**config.mk**
```make
export PLATFORM = sky130hd
export DESIGN_NAME = pfa_div
export DESIGN_NICKNAME = d
export VERILOG_FILES = /design/src/pfa_pkg.sv /design/src/pfa_div.sv
export SDC_FILE = /design/constraint.sdc
export NUM_CORES = 1
export LEC_CHECK = 0
export BUFFER_PORTS_ARGS = -buffer_cell sky130_fd_sc_hd__buf_2
export CORE_MARGIN = 3
export CORE_UTILIZATION = 60
export CTS_CLUSTER_SIZE = 25
export DETAILED_ROUTE_END_ITERATION = 8
export GPL_ROUTABILITY_DRIVEN = 0
export PLACE_DENSITY = 0.85
export SYNTH_ARGS = -nofsm -noshare
export SYNTH_HDL_FRONTEND = slang
export SYNTH_SLANG_ARGS = --single-unit
```
**constraint.sdc**
```tcl
create_clock -name clk -period 4.1 [get_ports clk]
set_input_delay 0.205 -clock clk [delete_from_list [all_inputs] [get_ports clk]]
set_output_delay 0.205 -clock clk [all_outputs]
set_load 0.03 [all_outputs]
```
**src/pfa_pkg.sv**
```systemverilog
// Package for the page frame allocator: field widths, codes, enums and the
// structs passed between the controller, the frame chain and its cells.
// No dependencies.
package pfa_pkg;

  // Field widths of the channels.
  localparam int PID_W    = 16;
  localparam int SIZE_W   = 24;
  localparam int FBYTES_W = 16;
  localparam int COUNT_W  = 7;
  localparam int PAGE_W   = 6;
  localparam int STATUS_W = 2;

  // Operation codes on the input channel.
  localparam logic OP_ALLOC = 1'b0;
  localparam logic OP_FREE  = 1'b1;

  // Result status codes.
  localparam logic [STATUS_W-1:0] STATUS_MAP   = 2'd0;
  localparam logic [STATUS_W-1:0] STATUS_FAIL  = 2'd1;
  localparam logic [STATUS_W-1:0] STATUS_FREED = 2'd2;
  localparam logic [STATUS_W-1:0] STATUS_EMPTY = 2'd3;

  // Configuration register indexes.
  localparam logic CFG_FRAME_BYTES   = 1'b0;
  localparam logic CFG_FRAMES_IN_USE = 1'b1;

  // Reset values of the configuration registers.
  localparam logic [FBYTES_W-1:0] FRAME_BYTES_RST   = 16'd16;
  localparam logic [COUNT_W-1:0]  FRAMES_IN_USE_RST = 7'd64;

  // Largest number of frames that can ever be handed out (result capacity).
  localparam logic [COUNT_W-1:0] FRAME_CAP = 7'd64;

  // Kind of walk that the token performs along the chain.
  typedef enum logic [1:0] {
    MODE_COUNT,
    MODE_ALLOC,
    MODE_FREE
  } pfa_mode_t;

  // Controller states.
  typedef enum logic [1:0] {
    ST_IDLE,
    ST_PREP,
    ST_WAVE,
    ST_EMIT
  } pfa_state_t;

  // Link between neighboring cells: the walking token and its accumulator.
  typedef struct packed {
    logic               tok;
    logic [COUNT_W-1:0] acc;
  } pfa_link_t;

  // A page mapping raised by the cell that holds the token.
  typedef struct packed {
    logic              valid;
    logic [PAGE_W-1:0] page;
    logic [PAGE_W-1:0] frame;
    logic              last;
  } pfa_emit_t;

endpackage

```
**src/pfa_div.sv**
```systemverilog
// Restoring divider, one quotient bit per cycle, giving the page count
// rounded up. Depends on pfa_pkg.
module pfa_div (
  input  logic                         clk,
  input  logic                         rst_n,
  input  logic                         start,
  input  logic [pfa_pkg::SIZE_W-1:0]   dividend,
  input  logic [pfa_pkg::FBYTES_W-1:0] divisor,
  output logic                         done,
  output logic [pfa_pkg::SIZE_W-1:0]   pages
);

  localparam int CNT_W = $clog2(pfa_pkg::SIZE_W);

  logic                         busy_r, busy_nxt;
  logic                         done_r, done_nxt;
  logic [CNT_W-1:0]             cnt_r, cnt_nxt;
  logic [pfa_pkg::FBYTES_W-1:0] rem_r, rem_nxt;
  logic [pfa_pkg::SIZE_W-1:0]   quo_r, quo_nxt;
  logic [pfa_pkg::FBYTES_W-1:0] dsr_r, dsr_nxt;
  logic [pfa_pkg::FBYTES_W:0]   shifted;
  logic [pfa_pkg::FBYTES_W:0]   diff;
  logic                         ge;

  // One shift, compare and subtract step per cycle.
  always_comb begin
    shifted  = {rem_r, quo_r[pfa_pkg::SIZE_W-1]};
    diff     = shifted - {1'b0, dsr_r};
    ge       = (shifted >= {1'b0, dsr_r});
    busy_nxt = busy_r;
    done_nxt = done_r;
    cnt_nxt  = cnt_r;
    rem_nxt  = rem_r;
    quo_nxt  = quo_r;
    dsr_nxt  = dsr_r;
    if (start) begin
      busy_nxt = 1'b1;
      done_nxt = 1'b0;
      cnt_nxt  = CNT_W'(pfa_pkg::SIZE_W - 1);
      rem_nxt  = '0;
      quo_nxt  = dividend;
      dsr_nxt  = divisor;
    end else if (busy_r) begin
      rem_nxt = ge ? diff[pfa_pkg::FBYTES_W-1:0] : shifted[pfa_pkg::FBYTES_W-1:0];
      quo_nxt = {quo_r[pfa_pkg::SIZE_W-2:0], ge};
      cnt_nxt = cnt_r - 1'b1;
      if (cnt_r == '0) begin
        busy_nxt = 1'b0;
        done_nxt = 1'b1;
      end
    end
  end

  // Control registers.
  always_ff @(posedge clk) begin
    if (!rst_n) begin
      busy_r <= 1'b0;
      done_r <= 1'b0;
      cnt_r  <= '0;
    end else begin
      busy_r <= busy_nxt;
      done_r <= done_nxt;
      cnt_r  <= cnt_nxt;
    end
  end

  // Datapath registers.
  always_ff @(posedge clk) begin
    rem_r <= rem_nxt;
    quo_r <= quo_nxt;
    dsr_r <= dsr_nxt;
  end

  // A nonzero remainder rounds the quotient up.
  assign done  = done_r;
  assign pages = quo_r + pfa_pkg::SIZE_W'(rem_r != '0);

endmodule

```
==> flow_summary.ini, run 1 <==
[floorplan]
start_util_pct = 62.6
die_y_um = 84.9
rows = 28
die_w_um = 84.9
core_area_sq_um = 5960
io_pins = 68
die_area_sq_um = 7200

[layout]
final_net_count = 500
seq_area_sq_um = 1660
final_cell_mix = buf_2, edfxtp_1, nor2_1, nand2_1, inv_1
layout-drive-gt1-share_pct = 24.7
layout_commonest_cell = buf_2
final_area_sq_um = 4300
syn2layout_area_growth_pct = 15.2
multiInputGateArea_sq_um = 1930
fillers = 438
antenna_cells = 0

[timing]
max_freq_mhz = 332
max_slew.worst_pin.slew_ns = 0.986
rsz0062_at_grt = false
slew_violations = 0
fin_crit_sh_pct = 73.4
min_period_ns = 3.01
slew_headroom_pct = 34.3
tns_ns = 0
setup_viol = 0
skew_ns = 0.0123
hold_viol = 0

[clock_network]
cts_tree = yes
htree_levels = 3
clock_sinks = 63
cts_hold_buf = 0
cts_setup_buffers = 0
clockRootBuffer = clkbuf_8
cts_buffer_depth = 2
numCtsBuffers = 9
post_cts_resize_count = 0
cts.reportedPaths.clkPinSlew_ns = 0.07
insertion_delay_ns = 0.35

[synthesis]
avgSynthCellArea_sq_um = 10.2
yosysSeqAreaShare_pct = 44.5
ys_warn_count = 0
synth-edff-count = 40
synth_cells = 365
synth_flop_cell = edfxtp_1
synth.distinct_cells = 46
yosys_register_bits = 63
syn_area_sq_um = 3730
synthArstFlopShare_pct = 0
synth_nets = 429

[setup_path]
cp-end-kind = output pin
cpMaxStageDelayCell = dfxtp_1
worstSetupPathType = flip-flop to output pin
start_kind = flip-flop
crit_chain = nor4_1 -> nand4_1 -> ha_1 -> nand3_1 -> nor2_1 -> nand4_1 -> nor2_1 -> nand3_1 -> xnor2_1 -> buf_2
critPathMaxFanout = 5
arrival_ns = 2.80
worstPathRequired_ns = 3.89
cpPeakStageDelay_ns = 0.42

[detailed_routing]
firstDrtPassIters = 4
routed_wl_um = 7940
drc = 0
dr.first_iter.drc_count = 183
via_count = 2991
wl_per_cell_um = 15.4
vias_per_cell = 5.80
drtAntennaViolNets = 0

[global_route]
grt_antenna_before_repair = 0
overflow = 0
grt_max_degree = 57
grt_pass1_wl_um = 13200
grt_pass1_vias = 2865
track_usage_pct = 23.1

[flow_run]
maxCapViolations = 0

[placement]
io_buffer_count = 67
hpwl_um = 6040
placed_cell_area_sq_um = 4130

[power_and_ir_drop]
power.static_leakage_uw = 0.00185
power-per-cell-area_nw_per_um2 = 379
ir_drop_mv = 0.205

[worst_hold_path]
hp-class = input pin to flip-flop

[run_status]
status = finished, final reports clean
==> registers in the layout, indices dropped and copies added, names as in the netlist <==
name and flops:
busy_r 1, cnt_r 5, done 1, dsr_r 16, quo_r 24, rem_r 16
==> per-layer routing <==
metal / vias up / wire (um) / track usage, %
met4: 0 / 129 / 10.2
met2: 114 / 3870 / 39.5
met5: - / 0 / 0
li1: 1471 / - / -
met3: 12 / 514 / 3.88
met1: 1394 / 3430 / 28.9
==> power breakdown <==
part	switching [uW]	leakage (uW)	internal [uW]
sequential	45.1	0.000587	735
clock	247	0.0000907	217
combinational	228	0.00117	154
==> synthesized netlist by cell type (all sizes together) (2+ instances only) <==
cell type	n	share of area (%)
o211ai	3	0.60
dfxtp	23	12
mux2i	9	2.4
and2	2	0.40
o21ai	14	1.9
o31ai	4	0.80
a21oi	15	2.0
inv	25	2.5
o21a	7	1.4
a311oi	2	0.47
o311ai	3	0.70
xnor2	24	5.6
clkbuf	3	0.30
buf	6	0.84
a22o	2	0.47
nand4	6	1.0
nand3	15	2.0
nand2	27	2.7
edfxtp	40	32
and3	5	0.84
a31oi	3	0.50
nor4	6	1.0
nor2b	3	0.50
mux2	22	6.6
ha	20	6.7
xor2	13	3.1
nor3	2	0.27
nor2	33	3.3
a211oi	6	1.2
nand2b	6	1.0
a32oi	4	0.94
==> logic make-up (layout without fill, tap and decap cells) <==
family                   after synthesis  count (layout)  share of synthesized area [%]
AND/OR/NAND/NOR                      110             110                           14.1
AO/OA/AOI/OAI                         69              69                           12.7
buffers and inverters                 34             110                           3.65
adder cells (fa/ha/maj)               21              21                           7.24
XOR/XNOR                              37              37                           8.69
flip-flops                            63              63                           44.5
multiplexers                          31              31                           9.05
==> area by class of cell <==
class	count	area share, %
Sequential cell	63	38.7
Clock buffer	10	2.97
Clock inverter	6	0.844
Timing Repair Buffer	69	8.15
Inverter	25	2.18
Multi-Input combinational cell	268	45.0
Tap cell	75	2.18
==> critical path: cells and delay by family (launching register included) <==
family	cells	cell delay (ns)
simple gates	7	1.37
fa+ha+maj	1	0.18
buf+inv	1	0.25
flops	1	0.42
xor+xnor	1	0.22
==> path summary, 6_finish.rpt <==
path	cells after the start	endpoint	slack, ns	start
max	10	pages[23]	1.09	rem_r[9]
max reg2reg	8	rem_r[13]	1.22	rem_r[3]
min	1	dsr_r[7]	0.03	divisor[7]
min reg2reg	2	done	0.49	done
==> through the flow <==
stage                     total power, uW  setup WS [ns]  hold slack, ns  std cells  utilization [%]
after global routing                 1710          0.916          0.0135        516             72.1
after detailed placement             1170           1.24           0.383        500             69.4
after global placement               1160           1.32           0.383        500             69.4
after CTS                            1630           1.08          0.0180        516             72.1
final                                1630           1.09          0.0265        516             72.1
after floorplan                      1060           1.68           0.304        365                -
No activity file was read; power rests on OpenSTA's default activity.
==> inputs of run 2 (changes only) <==
- ABC_AREA: default -> 1
- CORE_UTILIZATION: 60 -> 52
- PLACE_DENSITY: 0.85 -> 0.77
- clock period: 4.1 -> 2.45 ns (I/O delays scaled with it)
==> run 2 against run 1 <==
Effect of this change:
- cell count rose by 49%
- via count rose by 32%
- largest cell class unchanged
- the flow now finishes with violations (negative setup slack)
- die area rose by 28%
- largest power group unchanged
- critical path type unchanged
- synthesized area rose by 13%
- register-to-register slack got worse by 0.93 ns
==> flow_summary.ini, run 2 <==
[timing]
skew_ns = 0.00968
setup_viol = 9
hold_viol = 0
rsz0062_at_grt = true
max_freq_mhz = 391
slew_headroom_pct = 56.0
max_slew.worst_pin.slew_ns = 0.660
layout_setup_ws_ns = -0.108
tns_ns = -0.486
min_period_ns = 2.56
fin_crit_sh_pct = 104
slew_violations = 0

[placement]
io_buffer_count = 67
hpwl_um = 7390
dp.cells = 728

[detailed_routing]
wl_per_cell_um = 13.4
vias_per_cell = 5.14
via_count = 3944
drtAntennaViolNets = 0
firstDrtPassIters = 5
routed_wl_um = 10300
drc = 0
dr.first_iter.drc_count = 175

[worst_hold_path]
hp-start = rst_n
hp-class = input pin to flip-flop
whs_endpoint = cnt_r[2]
hold_depth = 3

[setup_path]
cpMaxStageDelayCell = dfxtp_4
worstReg2RegEnd = rem_r[1]
r2r_cells = 11
reg2reg_from = rem_r[4]
cp_top_family = simple AND/OR/NAND/NOR gates
critPathMaxFanout = 3
worstPathRequired_ns = 2.33
start_kind = flip-flop
crit_chain = nor4_4 -> nand4_1 -> ha_2 -> ha_4 -> nand2_4 -> nor3_4 -> nand2_2 -> nor2_4 -> nand3_4 -> nor2_4 -> nand2_2 -> xor2_1 -> buf_4
ff2ff_setup_slack_ns = 0.29
worstSetupPathType = flip-flop to output pin
cp-end-kind = output pin
cpPeakStageDelay_ns = 0.36
critPathBufInv = 1
crit_path_start = rem_r[1]
arrival_ns = 2.44

[layout]
reg_top3 = quo_r x24, dsr_r x16, rem_r x16
syn2layout_area_growth_pct = 25.0
final_net_count = 725
largest_register_ffs = 24
layout-drive-gt1-share_pct = 21.2
final_cell_mix = nand2_1, inv_1, buf_2, nand3_1, edfxtp_1
top_register = quo_r
antenna_cells = 0
layout_commonest_cell = nand2_1
fin_util_pct = 67.5
fin_cells = 768

[power_and_ir_drop]
total_power_uw = 2780
p_seq_share_pct = 45.6
p_comb_share_pct = 20.8
p_int_uw = 1920
switching_share_pct = 30.9
ir_drop_mv = 0.349
power.static_leakage_uw = 0.00265
power.switching_uw = 860
power-per-cell-area_nw_per_um2 = 528
p_clk_share_pct = 33.5

[floorplan]
io_pins = 68
die_area_sq_um = 9230
core_area_sq_um = 7810
rows = 32
start_util_pct = 54.0
die_w_um = 96.1
die_y_um = 96.1

[global_route]
overflow = 0
grt_antenna_before_repair = 0
grt_pass1_vias = 3741
grt_max_degree = 46
track_usage_pct = 22.8
grt_pass1_wl_um = 16200

[clock_network]
insertion_delay_ns = 0.35
cts_buffer_depth = 2
cts.reportedPaths.clkPinSlew_ns = 0.08
htree_levels = 3
cts_tree = yes
numCtsBuffers = 9
clock_sinks = 63
clockRootBuffer = clkbuf_8

[synthesis]
post-synth-top-area-cell = edfxtp_1
synth.top_cell.area_share_pct = 28.5
yosysSeqAreaShare_pct = 39.4
synthTopCellsByCount = nand2_1, inv_1, nand3_1
synth_most_common_cell = nand2_1
synthTopCellsByArea = edfxtp_1, nand2_1, dfxtp_1
avgSynthCellArea_sq_um = 7.48
synthArstFlopShare_pct = 0
synth.distinct_cells = 37
ys_warn_count = 0
yosys_register_bits = 63
synth_nets = 628
synth_cells = 564
syn_area_sq_um = 4220
synth_flop_cell = edfxtp_1
synth-edff-count = 40

[run_status]
status = finished, violations left
violations = negative setup slack

[flow_run]
maxCapViolations = 0
[run 2: cell types whose count changed in the layout (fill, tap and decap cells not counted), moves of 8 or more]
cell / delta
xnor2_1: -20
inv_1: +70
buf_4: +23
dfxtp_1: -16
dfxtp_4: +8
nand2_1: +142
mux2_2: -22
xor2_1: +10
dfxtp_2: +8
dlygate4sd3_1: +16
o21ai_0: +15
mux2i_1: -9
nand3_1: +29
buf_2: -15
[run 2: metal layers]
layer | up-vias | share of wire (%) | track usage (%)
met5 | - | 0 | 0
met4 | 0 | 2.7 | 12.2
met3 | 24 | 7.2 | 4.22
met2 | 146 | 48 | 39.6
met1 | 1767 | 42 | 26.5
li1 | 2007 | - | -
[run 2: cell families (layout without fill, tap and decap cells)]
group	after synthesis	after routing	synth area share [%]
flip-flops	63	63	39.4
buffers and inverters	108	210	9.94
adder cells (fa/ha/maj)	21	21	6.41
XOR/XNOR	28	28	5.82
AND/OR/NAND/NOR	294	294	32.1
AO/OA/AOI/OAI	50	50	6.35
[run 2: timing repair]
| item | 4_1_cts | 5_1_grt |
|---|---|---|
| pin swaps | 7 | 10 |
| endpoints found under the hold margin | 16 | 0 |
| setup endpoints to repair | 16 | 16 |
| hold buffers | 16 | 0 |
| resized for setup | 32 | 34 |
| buffers inserted | 6 | 3 |
[run 2: power by group through the flow]
stage,clock network [uW],logic (uW),registers [uW]
after CTS,953,562,1280
final,932,580,1270
after global routing,994,642,1280
after global placement,0,520,1290
after floorplan,0,372,1280
after detailed placement,0,529,1300
[run 2: how the worst max path moves through the flow]
| stage | to | slack [ns] | cells after the start |
|---|---|---|---|
| global placement | pages[16] | 0.07 | 13 |
| finish | pages[16] | -0.11 | 13 |
| floorplan | pages[22] | 0.24 | 12 |
| detailed placement | pages[16] | 0.03 | 13 |
| CTS | pages[22] | -0.05 | 13 |
| global route | pages[22] | -0.20 | 13 |
[run 2: worst reg2reg max path: stages (launching register included)]
cell and delay, ns:
dfxtp_2 0.34, buf_4 0.14, ha_1 0.35, nand2_1 0.13, nor2_1 0.15, nand3_1 0.13
nand3_2 0.12, nand2_4 0.16, nand2_4 0.25, nand2_1 0.08, nand3_1 0.08, o21ai_0 0.09
[run 2: cell type report]
type,instances,area (sq um)
Fill cell,638,2540
Inverter,98,368
Multi-Input combinational cell,393,2230
Timing Repair Buffer,96,638
Clock inverter,6,68.8
Sequential cell,63,1700
Tap cell,102,128
Clock buffer,10,138
[run 2: metrics by stage]
| stage | instance area, sq um | hold slack (ns) | worst slack [ns] |
|---|---|---|---|
| 2_1_floorplan | 4220 | 0.221 | 0.244 |
| 3_3_place_gp | 4670 | 0.299 | 0.0716 |
| 3_5_place_dp | 4670 | 0.301 | 0.0260 |
| 4_1_cts | 5170 | 0.0173 | -0.0536 |
| 5_1_grt | 5270 | 0.0479 | -0.199 |
| 6_report | 5270 | 0.0332 | -0.108 |
